$ cat config.mk
export PLATFORM = sky130hd
export DESIGN_NAME = sorted_priority_queue
export DESIGN_NICKNAME = d
export VERILOG_FILES = /design/src/rtl/core/spq_pkg.sv /design/src/rtl/core/sorted_priority_queue.sv /design/src/rtl/core/spq_controller.sv /design/src/rtl/core/spq_datapath.sv
export SDC_FILE = /design/constraint.sdc
export NUM_CORES = 1
export LEC_CHECK = 0
export BUFFER_PORTS_ARGS = -buffer_cell sky130_fd_sc_hd__buf_2
export CAP_MARGIN = 25
export CORE_ASPECT_RATIO = 0.9
export CORE_MARGIN = 4
export CORE_UTILIZATION = 35
export CTS_CLUSTER_DIAMETER = 40
export CTS_CLUSTER_SIZE = 10
export DETAILED_ROUTE_END_ITERATION = 6
export GPL_ROUTABILITY_DRIVEN = 0
export HOLD_SLACK_MARGIN = 0.02
export SLEW_MARGIN = 40
export SYNTH_ARGS = -nofsm -noshare
export SYNTH_HDL_FRONTEND = slang
export SYNTH_HIERARCHICAL = 1
export SYNTH_SLANG_ARGS = --single-unit
$ cat constraint.sdc
create_clock -name clk -period 5.3 [get_ports clk]
set_input_delay 0 -clock clk [delete_from_list [all_inputs] [get_ports clk]]
set_output_delay 0 -clock clk [all_outputs]
set_load 0.05 [all_outputs]
$ cat src/rtl/core/spq_pkg.sv
package spq_pkg;

    localparam int IdWidth       = 16;
    localparam int PriorityWidth = 8;
    localparam int StatusWidth   = 2;
    localparam int OccWidth      = 4;

    typedef logic [StatusWidth-1:0] status_t;

    localparam status_t STATUS_INSERTED = 2'd0;
    localparam status_t STATUS_REMOVED  = 2'd1;
    localparam status_t STATUS_FULL     = 2'd2;
    localparam status_t STATUS_EMPTY    = 2'd3;

    localparam logic MODE_INSERT = 1'b0;
    localparam logic MODE_REMOVE = 1'b1;

    // Command from the controller to the datapath for one accepted item.
    typedef struct packed {
        logic    load;
        logic    insert;
        logic    remove;
        status_t status;
    } cmd_t;

    // Queue condition reported by the datapath.
    typedef struct packed {
        logic full;
        logic empty;
    } flags_t;

endpackage

$ cat src/rtl/core/sorted_priority_queue.sv
// Sorted priority queue of up to DEPTH jobs, smallest priority value at the
// front. Each input transfer is an insert (mode 0) or a remove (mode 1) and
// produces exactly one output transfer carrying a status code, the removed
// job on a successful remove (zero otherwise), and the job count afterward.
// Jobs of equal priority leave in arrival order. An insert into a full queue
// and a remove from an empty queue are rejected and leave the queue as it was.
// For each item the whole row of storage cells compares against the new
// priority and shifts as the item is accepted, so the block sustains one
// input transfer per cycle for as long as results are taken. The result
// register is the only buffer, so a stalled output holds the next input back.
// The storage needs no clearing after reset; only the job count and output state are reset.
module sorted_priority_queue #(
    parameter int DEPTH = 8
) (
    input  logic                              clk,
    input  logic                              rst_n,

    // Input channel.
    input  logic                              in_valid,
    output logic                              in_stall,
    input  logic                              mode,
    input  logic [spq_pkg::IdWidth-1:0]       job_id,
    input  logic [spq_pkg::PriorityWidth-1:0] job_priority,

    // Output channel.
    output logic                              out_valid,
    input  logic                              out_stall,
    output logic [spq_pkg::StatusWidth-1:0]   status,
    output logic [spq_pkg::IdWidth-1:0]       out_id,
    output logic [spq_pkg::PriorityWidth-1:0] out_priority,
    output logic [spq_pkg::OccWidth-1:0]      occupancy
);

    spq_pkg::cmd_t   cmd;
    spq_pkg::flags_t flags;

    // The controller owns the handshake and decides what each item does.
    spq_controller u_ctrl (
        .clk       (clk),
        .rst_n     (rst_n),
        .in_valid  (in_valid),
        .in_stall  (in_stall),
        .out_valid (out_valid),
        .out_stall (out_stall),
        .mode      (mode),
        .flags     (flags),
        .cmd       (cmd)
    );

    // The datapath holds the sorted cells, the count and the result register.
    spq_datapath #(
        .DEPTH (DEPTH)
    ) u_dp (
        .clk          (clk),
        .rst_n        (rst_n),
        .cmd          (cmd),
        .job_id       (job_id),
        .job_priority (job_priority),
        .flags        (flags),
        .status       (status),
        .out_id       (out_id),
        .out_priority (out_priority),
        .occupancy    (occupancy)
    );

endmodule

$ cat src/rtl/core/spq_controller.sv
module spq_controller (
    input  logic            clk,
    input  logic            rst_n,
    input  logic            in_valid,
    output logic            in_stall,
    output logic            out_valid,
    input  logic            out_stall,
    input  logic            mode,
    input  spq_pkg::flags_t flags,
    output spq_pkg::cmd_t   cmd
);

    typedef enum logic {
        OUT_FREE,
        OUT_HELD
    } state_t;

    state_t state_reg;
    state_t state_next;
    logic   accept;

    assign out_valid = (state_reg == OUT_HELD);
    assign in_stall  = (state_reg == OUT_HELD) && out_stall;
    assign accept    = in_valid && !in_stall;

    always_comb
    begin
        cmd.load   = accept;
        cmd.insert = 1'b0;
        cmd.remove = 1'b0;
        if (mode == spq_pkg::MODE_INSERT)
        begin
            if (flags.full)
            begin
                cmd.status = spq_pkg::STATUS_FULL;
            end
            else
            begin
                cmd.status = spq_pkg::STATUS_INSERTED;
                cmd.insert = accept;
            end
        end
        else
        begin
            if (flags.empty)
            begin
                cmd.status = spq_pkg::STATUS_EMPTY;
            end
            else
            begin
                cmd.status = spq_pkg::STATUS_REMOVED;
                cmd.remove = accept;
            end
        end
    end

    always_comb
    begin
        state_next = state_reg;
        if (accept)
        begin
            state_next = OUT_HELD;
        end
        else if (!out_stall)
        begin
            state_next = OUT_FREE;
        end
    end

    always_ff @(posedge clk or negedge rst_n)
    begin
        if (!rst_n)
        begin
            state_reg <= OUT_FREE;
        end
        else
        begin
            state_reg <= state_next;
        end
    end

endmodule

$ cat src/rtl/core/spq_datapath.sv
module spq_datapath #(
    parameter int DEPTH = 8
) (
    input  logic                                 clk,
    input  logic                                 rst_n,
    input  spq_pkg::cmd_t                        cmd,
    input  logic [spq_pkg::IdWidth-1:0]          job_id,
    input  logic [spq_pkg::PriorityWidth-1:0]    job_priority,
    output spq_pkg::flags_t                      flags,
    output spq_pkg::status_t                     status,
    output logic [spq_pkg::IdWidth-1:0]          out_id,
    output logic [spq_pkg::PriorityWidth-1:0]    out_priority,
    output logic [spq_pkg::OccWidth-1:0]         occupancy
);

    localparam int CW = $clog2(DEPTH + 1);

    logic [spq_pkg::IdWidth-1:0]       id_reg  [DEPTH];
    logic [spq_pkg::PriorityWidth-1:0] pri_reg [DEPTH];
    logic [CW-1:0]                     count_reg;
    logic [CW-1:0]                     count_next;
    logic [DEPTH-1:0]                  gt;
    logic [DEPTH-1:0]                  prev_gt;
    logic [CW+spq_pkg::OccWidth-1:0]   count_ext;

    spq_pkg::status_t                  status_reg;
    logic [spq_pkg::IdWidth-1:0]       out_id_reg;
    logic [spq_pkg::PriorityWidth-1:0] out_priority_reg;
    logic [spq_pkg::OccWidth-1:0]      occupancy_reg;

    assign flags.full  = (count_reg == CW'(DEPTH));
    assign flags.empty = (count_reg == '0);

    always_comb
    begin
        count_next = count_reg;
        if (cmd.insert)
        begin
            count_next = count_reg + CW'(1);
        end
        else if (cmd.remove)
        begin
            count_next = count_reg - CW'(1);
        end
    end

    assign count_ext = {{spq_pkg::OccWidth{1'b0}}, count_next};

    genvar i;
    generate
        for (i = 0; i < DEPTH; i++)
        begin : g_cell
            logic here;

            // A held job whose priority is strictly above the new one moves back.
            assign gt[i] = (CW'(i) < count_reg) && (pri_reg[i] > job_priority);

            if (i == 0)
            begin : g_first
                assign prev_gt[i] = 1'b0;
            end
            else
            begin : g_rest
                assign prev_gt[i] = gt[i-1];
            end

            assign here = !prev_gt[i] && (gt[i] || (CW'(i) == count_reg));

            always_ff @(posedge clk)
            begin
                if (cmd.insert)
                begin
                    if (prev_gt[i])
                    begin
                        if (i > 0)
                        begin
                            id_reg[i]  <= id_reg[(i > 0) ? i - 1 : 0];
                            pri_reg[i] <= pri_reg[(i > 0) ? i - 1 : 0];
                        end
                    end
                    else if (here)
                    begin
                        id_reg[i]  <= job_id;
                        pri_reg[i] <= job_priority;
                    end
                end
                else if (cmd.remove && (i < DEPTH - 1))
                begin
                    id_reg[i]  <= id_reg[(i < DEPTH - 1) ? i + 1 : i];
                    pri_reg[i] <= pri_reg[(i < DEPTH - 1) ? i + 1 : i];
                end
            end
        end
    endgenerate

    always_ff @(posedge clk or negedge rst_n)
    begin
        if (!rst_n)
        begin
            count_reg <= '0;
        end
        else
        begin
            count_reg <= count_next;
        end
    end

    always_ff @(posedge clk)
    begin
        if (cmd.load)
        begin
            status_reg    <= cmd.status;
            occupancy_reg <= count_ext[spq_pkg::OccWidth-1:0];
            if (cmd.remove)
            begin
                out_id_reg       <= id_reg[0];
                out_priority_reg <= pri_reg[0];
            end
            else
            begin
                out_id_reg       <= '0;
                out_priority_reg <= '0;
            end
        end
    end

    assign status       = status_reg;
    assign out_id       = out_id_reg;
    assign out_priority = out_priority_reg;
    assign occupancy    = occupancy_reg;

endmodule

* Word level (Yosys, flattened, before mapping)
Memory sizes are Yosys's and may differ from the RTL's.
Index checks and enable logic that the tools add are counted.
** Cells by class
- Add/sub/neg operators :: 2
- Magnitude comparators :: 16
- Eq/ne operators :: 9
- Multiplexer cells :: 94
- Bitwise gates (word level) :: 28
- Reduce and logical (&&, ||, !) cells :: 34
** Operator list (count)
- 16-bit 2-to-1 mux :: 14
- 8-bit 2-to-1 mux :: 14
- 8-bit > comparator :: 8
- 1-bit 2-to-1 mux :: 61
- 1-bit OR :: 28
- 1-bit logical AND :: 17
- 3-bit by 4-bit == test with 1-bit output (first input constant) :: 4
- 3-bit by 4-bit less-than comparator with 1-bit output (first input constant) :: 4
- 2-bit by 4-bit == test with 1-bit output (first input constant) :: 2
- 1-bit logical NOT :: 8
- 1-bit logical OR :: 8
- 1-bit by 4-bit less-than comparator with 1-bit output (first input constant) :: 2
- 2-bit by 4-bit less-than comparator with 1-bit output (first input constant) :: 2
- 4-bit 2-to-1 mux :: 2
- 2-bit 2-to-1 mux :: 3
- 4-bit by 1-bit adder with 4-bit output (second input constant) :: 1
- 1-bit by 4-bit == test with 1-bit output (first input constant) :: 1
- 4-bit == test (second input constant) :: 1
- 4-bit logical NOT :: 1
- 4-bit by 1-bit subtractor with 4-bit output (second input constant) :: 1
- 2-bit by 1-bit inequality test with 1-bit output (second input constant) :: 1
** Word-level totals
- Flip-flop bits (word level) :: 35
- RAM bits :: 192
- Input port bits :: 29
- Output and inout bits :: 32
- Memories :: 2
** Memory list
- u_dp.id_reg :: words 8, bits a word 16, rd ports 8, clocked after memory_dff 0, write ports 8, RTL line spq_datapath.sv:18 : logic [spq_pkg::IdWidth-1:0] id_reg [DEPTH];
- u_dp.pri_reg :: words 8, bits a word 8, rd ports 8, clocked after memory_dff 0, write ports 8, RTL line spq_datapath.sv:19 : logic [spq_pkg::PriorityWidth-1:0] pri_reg [DEPTH];

* Logic depth before layout (Yosys ltp)
An unclocked memory read counts as a cell.
- Word-level depth :: 11
- Depth in mapped cells :: 13

* By module
The synthesis kept the hierarchy.
** By module, submodules not included
- spq_datapath :: instances 1, cells each 1183, area an instance 13381.6 µm², seq. area each 6766.5 µm²
- spq_controller :: instances 1, cells each 9, area an instance 98.8 µm², seq. area each 25.0 µm²

* Least setup slack after synthesis
No wires, ideal clock.
- Path kind :: register to register
- Start :: register u_dp.count_reg[0]
- End :: memory u_dp/id_reg[0][48] (netlist bit) (enable)
- Setup time :: 438 ps
- Data arrival time :: 3679 ps
- Required time :: 4862 ps
- Slack :: 1183 ps
- Stages on the path, launching flop included :: 11
- Path buffers :: 3
- Path through :: dfrtp_1 -> clkbuf_1 -> inv_1 -> ha_1 -> nand2_1 -> nor2_1 -> nor3b_2 -> clkbuf_1 -> o21ai_2 -> clkbuf_1 -> o21ai_0
** RTL lines
- start, declared :: RTL line spq_datapath.sv:20 : logic [CW-1:0] count_reg;
- start signal, assigned :: RTL line spq_datapath.sv:104 : count_reg <= count_next;
- end, declared :: RTL line spq_datapath.sv:18

==> metrics.csv <==
stage;metric;value;unit
pwr;power_frac_clock;33.9;%
pwr;switching_share;34.6;%
hold_path;holdPathEnd;u_dp/occupancy[2];
yosys;syn_avg_cell_area;11.3;sq um
setup_path;rr_startpoint;u_dp/count_reg[0];
clock_tree;clock_latency;510;ps
clock_tree;clk_path_buf_depth;3;
timing;slew-limit-headroom;41.7;%
pwr;power_density;476;mW/mm^2
timing;period_share;67.8;%
floorplanning;die_x;215;um
drt;vias;10600;
timing;period_minus_slack;3590;ps
cells_and_area;antennaDiodeCount;0;
global_route;grt_usage;18.0;%
timing;fin_skew;14.7;ps
setup_path;r2r-end;u_dp/id_reg[0][38];
job;cap_viol_max_count;0;
setup_path;reg2reg_setup_slack;1710;ps
yosys;syn_area;0.0135;sq mm
timing;rsz0062_at_grt;no;
clock_tree;clk_pin_slew_worst_paths;50;ps
global_route;grt_max_degree;148;
setup_path;endpoint_kind;flip-flop;
timing;slew_viol_final;0;
pwr;vdd_drop_max;0.194;mV
setup_path;critPathArrivalTime;3770;ps
cells_and_area;final_layout_size_suffix_gt1_share;16.3;%
cells_and_area;area.growth.synth_to_final;18.0;%
setup_path;crit_type;flip-flop to flip-flop;
cells_and_area;fin_cells;1765;
yosys;synth_top_area_share;49.5;%
yosys;synth_top_area_cell;edfxtp_1;
floorplanning;core_area;0.0376;sq mm
floorplanning;rows;67;
hold_path;whs_path_depth;3;
cells_and_area;largest_register_ffs;128;
drt;viasPerCell;6.01;
global_route;grt_pass1_wl;60.4;mm
setup_path;required;5480;ps
pwr;p_comb_share;29.2;%
clock_tree;postCtsSetupBuffers;0;
place;place_inst;1663;
timing;setup_viol;0;
timing;tightestPinTransition;874;ps
cells_and_area;nets;1350;
drt;drc;0;
floorplanning;die-area;0.0417;sq mm
global_route;antenna_found_initial;0;
clock_tree;htree_levels;2;
yosys;synth_fp_nets;1289;
pwr;intPower;4.95;mW
floorplanning;die_y;194;um
clock_tree;clkSinkCount;227;
clock_tree;clock-root-buffer;clkbuf_16;
timing;setup_tns;0;ps
drt;drtPass1Iterations;6;
pwr;cellLeakagePower;5.83;nW
setup_path;cp-start-kind;flip-flop;
drt;ant_nets;0;
hold_path;hold_class;input pin to flip-flop;
timing;worst_slack;1710;ps
global_route;gr-total-overflow;0;
clock_tree;cts_tree;built;
pwr;power;7.56;mW
setup_path;worst_r2r_path_depth;12;
status;status;finished, final reports clean;
drt;wire_per_inst;22.3;um
yosys;synth_edf_count;222;
yosys;async_flop_share;2.20;%
pwr;p_switching;2.62;mW
place;dp_hpwl;27.8;mm
timing;max_freq;0.278;GHz
yosys;netlist-cell-type-count;69;
clock_tree;cts_buffers;40;
place;buffer_ports.inserted;60;
timing;hold_viol;0;
drt;finalWirelength;39.3;mm
drt;initialDrtViolationCount;1170;
yosys;synth.area.top_cells;edfxtp_1, ha_1, o211ai_1;
yosys;synth_ff_type;edfxtp_1;
yosys;ys_seq_area_share;50.4;%
floorplanning;ioPinCount;61;
yosys;ys_ff_latch;227;
hold_path;min-delay-start;out_stall;
yosys;syn_inst;1192;
pwr;power.share.sequential;36.9;%
place;dpl_worst_slack;1670;ps
global_route;grt_pass1_vias;9955;
yosys;yosysWarnings;6;
floorplanning;initial_utilization;35.8;%
setup_path;crit_path_max_fanout;147;
-- placed cells by master, fill, tap and decap left out, drive strengths merged, types with 2 or more instances in the layout --
| cell | count |
|---|---|
| bufinv | 5 |
| nor2 | 67 |
| and4 | 7 |
| nand4 | 9 |
| buf | 86 |
| a211oi | 8 |
| a21o | 3 |
| ha | 68 |
| a21oi | 73 |
| o31ai | 2 |
| and3 | 4 |
| o21a | 2 |
| a31oi | 2 |
| xnor2 | 2 |
| mux2 | 25 |
| dfrtp | 5 |
| a221o | 72 |
| a211o | 25 |
| inv | 23 |
| and4bb | 2 |
| clkinv | 11 |
| clkbuf | 50 |
| mux2i | 48 |
| nand2b | 3 |
| clkinvlp | 3 |
| a21boi | 2 |
| edfxtp | 222 |
| a22oi | 25 |
| dlygate4sd3 | 29 |
| nand3 | 2 |
| nor2b | 12 |
| o22ai | 3 |
| a22o | 23 |
| or2 | 5 |
| o21ai | 25 |
| and2 | 45 |
| nand2 | 164 |
| o211ai | 104 |
-- power by group through the flow --
stage / logic [mW] / clock network, mW / registers, mW
after global routing: 2.39 / 2.69 / 2.82
final: 2.21 / 2.57 / 2.79
after global placement: 2.07 / 0 / 2.80
after detailed placement: 2.16 / 0 / 2.80
after CTS: 2.19 / 2.61 / 2.77
after floorplan: 1.65 / 0 / 2.74
-- synth_stat cells, drive strengths merged, types with 4 or more instances --
cell      n
a22oi    25
dfrtp     5
a21oi    73
and4      7
and3      4
edfxtp  222
clkbuf   53
or2       5
inv      21
nor2     67
a211oi    8
nand4     9
mux2     25
o21ai    25
a22o     23
buf      43
mux2i    48
a221o    72
ha       68
and2     45
nor2b    12
a211o    25
o211ai  104
nand2   164
-- per-stage QoR --
stage                     cell area [sq um]  utilization (%)  hold slack (ps)
after floorplan                       13500                -             -296
after global placement                14100             37.6             -177
after detailed placement              14200             37.8             -173
after CTS                             15900             42.1              134
after global routing                  15900             42.2              162
final                                 15900             42.2              132
-- timing repair --
action | in CTS | in global routing
resized for setup | 0 | 0
hold endpoints to repair | 90 | 0
hold buffers | 29 | 0
-- layer usage --
metal,GRT usage (%),up-vias,wire (um)
met4,3.94,0,642
met2,25.2,555,16200
li1,-,4802,-
met1,28.4,5194,18400
met5,0,-,0
met3,3.60,60,4030
-- cell type report --
cell class,count,area (sq um)
clock inverter,21,251
timing repair buffer,115,856
sequential,227,6790
inverter,21,78.8
tap,483,604
clock buffer,50,1080
fill,3440,21700
multi-input combinational,848,6240
-- worst max-delay path, cell delays in order (launching register included) --
cell and delay (ps):
dfrtp_1 500, inv_1 110, ha_1 310, nand2_1 100, nor2_1 80, nor3b_4 260, buf_12 550, nor2_4 200
buf_8 220, buf_8 170, buf_4 190, a41oi_2 160, buf_4 360
-- worst max path at each step --
stage,startpoint,endpoint
floorplan,u_dp/count_reg[0],u_dp/id_reg[0][48]
detailed placement,u_dp/count_reg[0],u_dp/id_reg[1][59]
finish,u_dp/count_reg[0],u_dp/id_reg[0][38]
global route,u_dp/count_reg[0],u_dp/id_reg[0][43]
global placement,u_dp/count_reg[0],u_dp/id_reg[0][53]
CTS,u_dp/count_reg[0],u_dp/id_reg[1][49]
-- cells by family after synthesis --
family | count (synthesis) | synth area share (%)
muxes | 73 | 5.65
and+or+nand+nor | 325 | 11.3
xor gates and xnor gates | 3 | 0.195
buffers and inverters | 117 | 4.25
adders and majority gates | 68 | 6.31
DFF | 227 | 50.4
AOI/OAI and AO/OA | 379 | 22.0
Power figures use the tool's default switching activity.
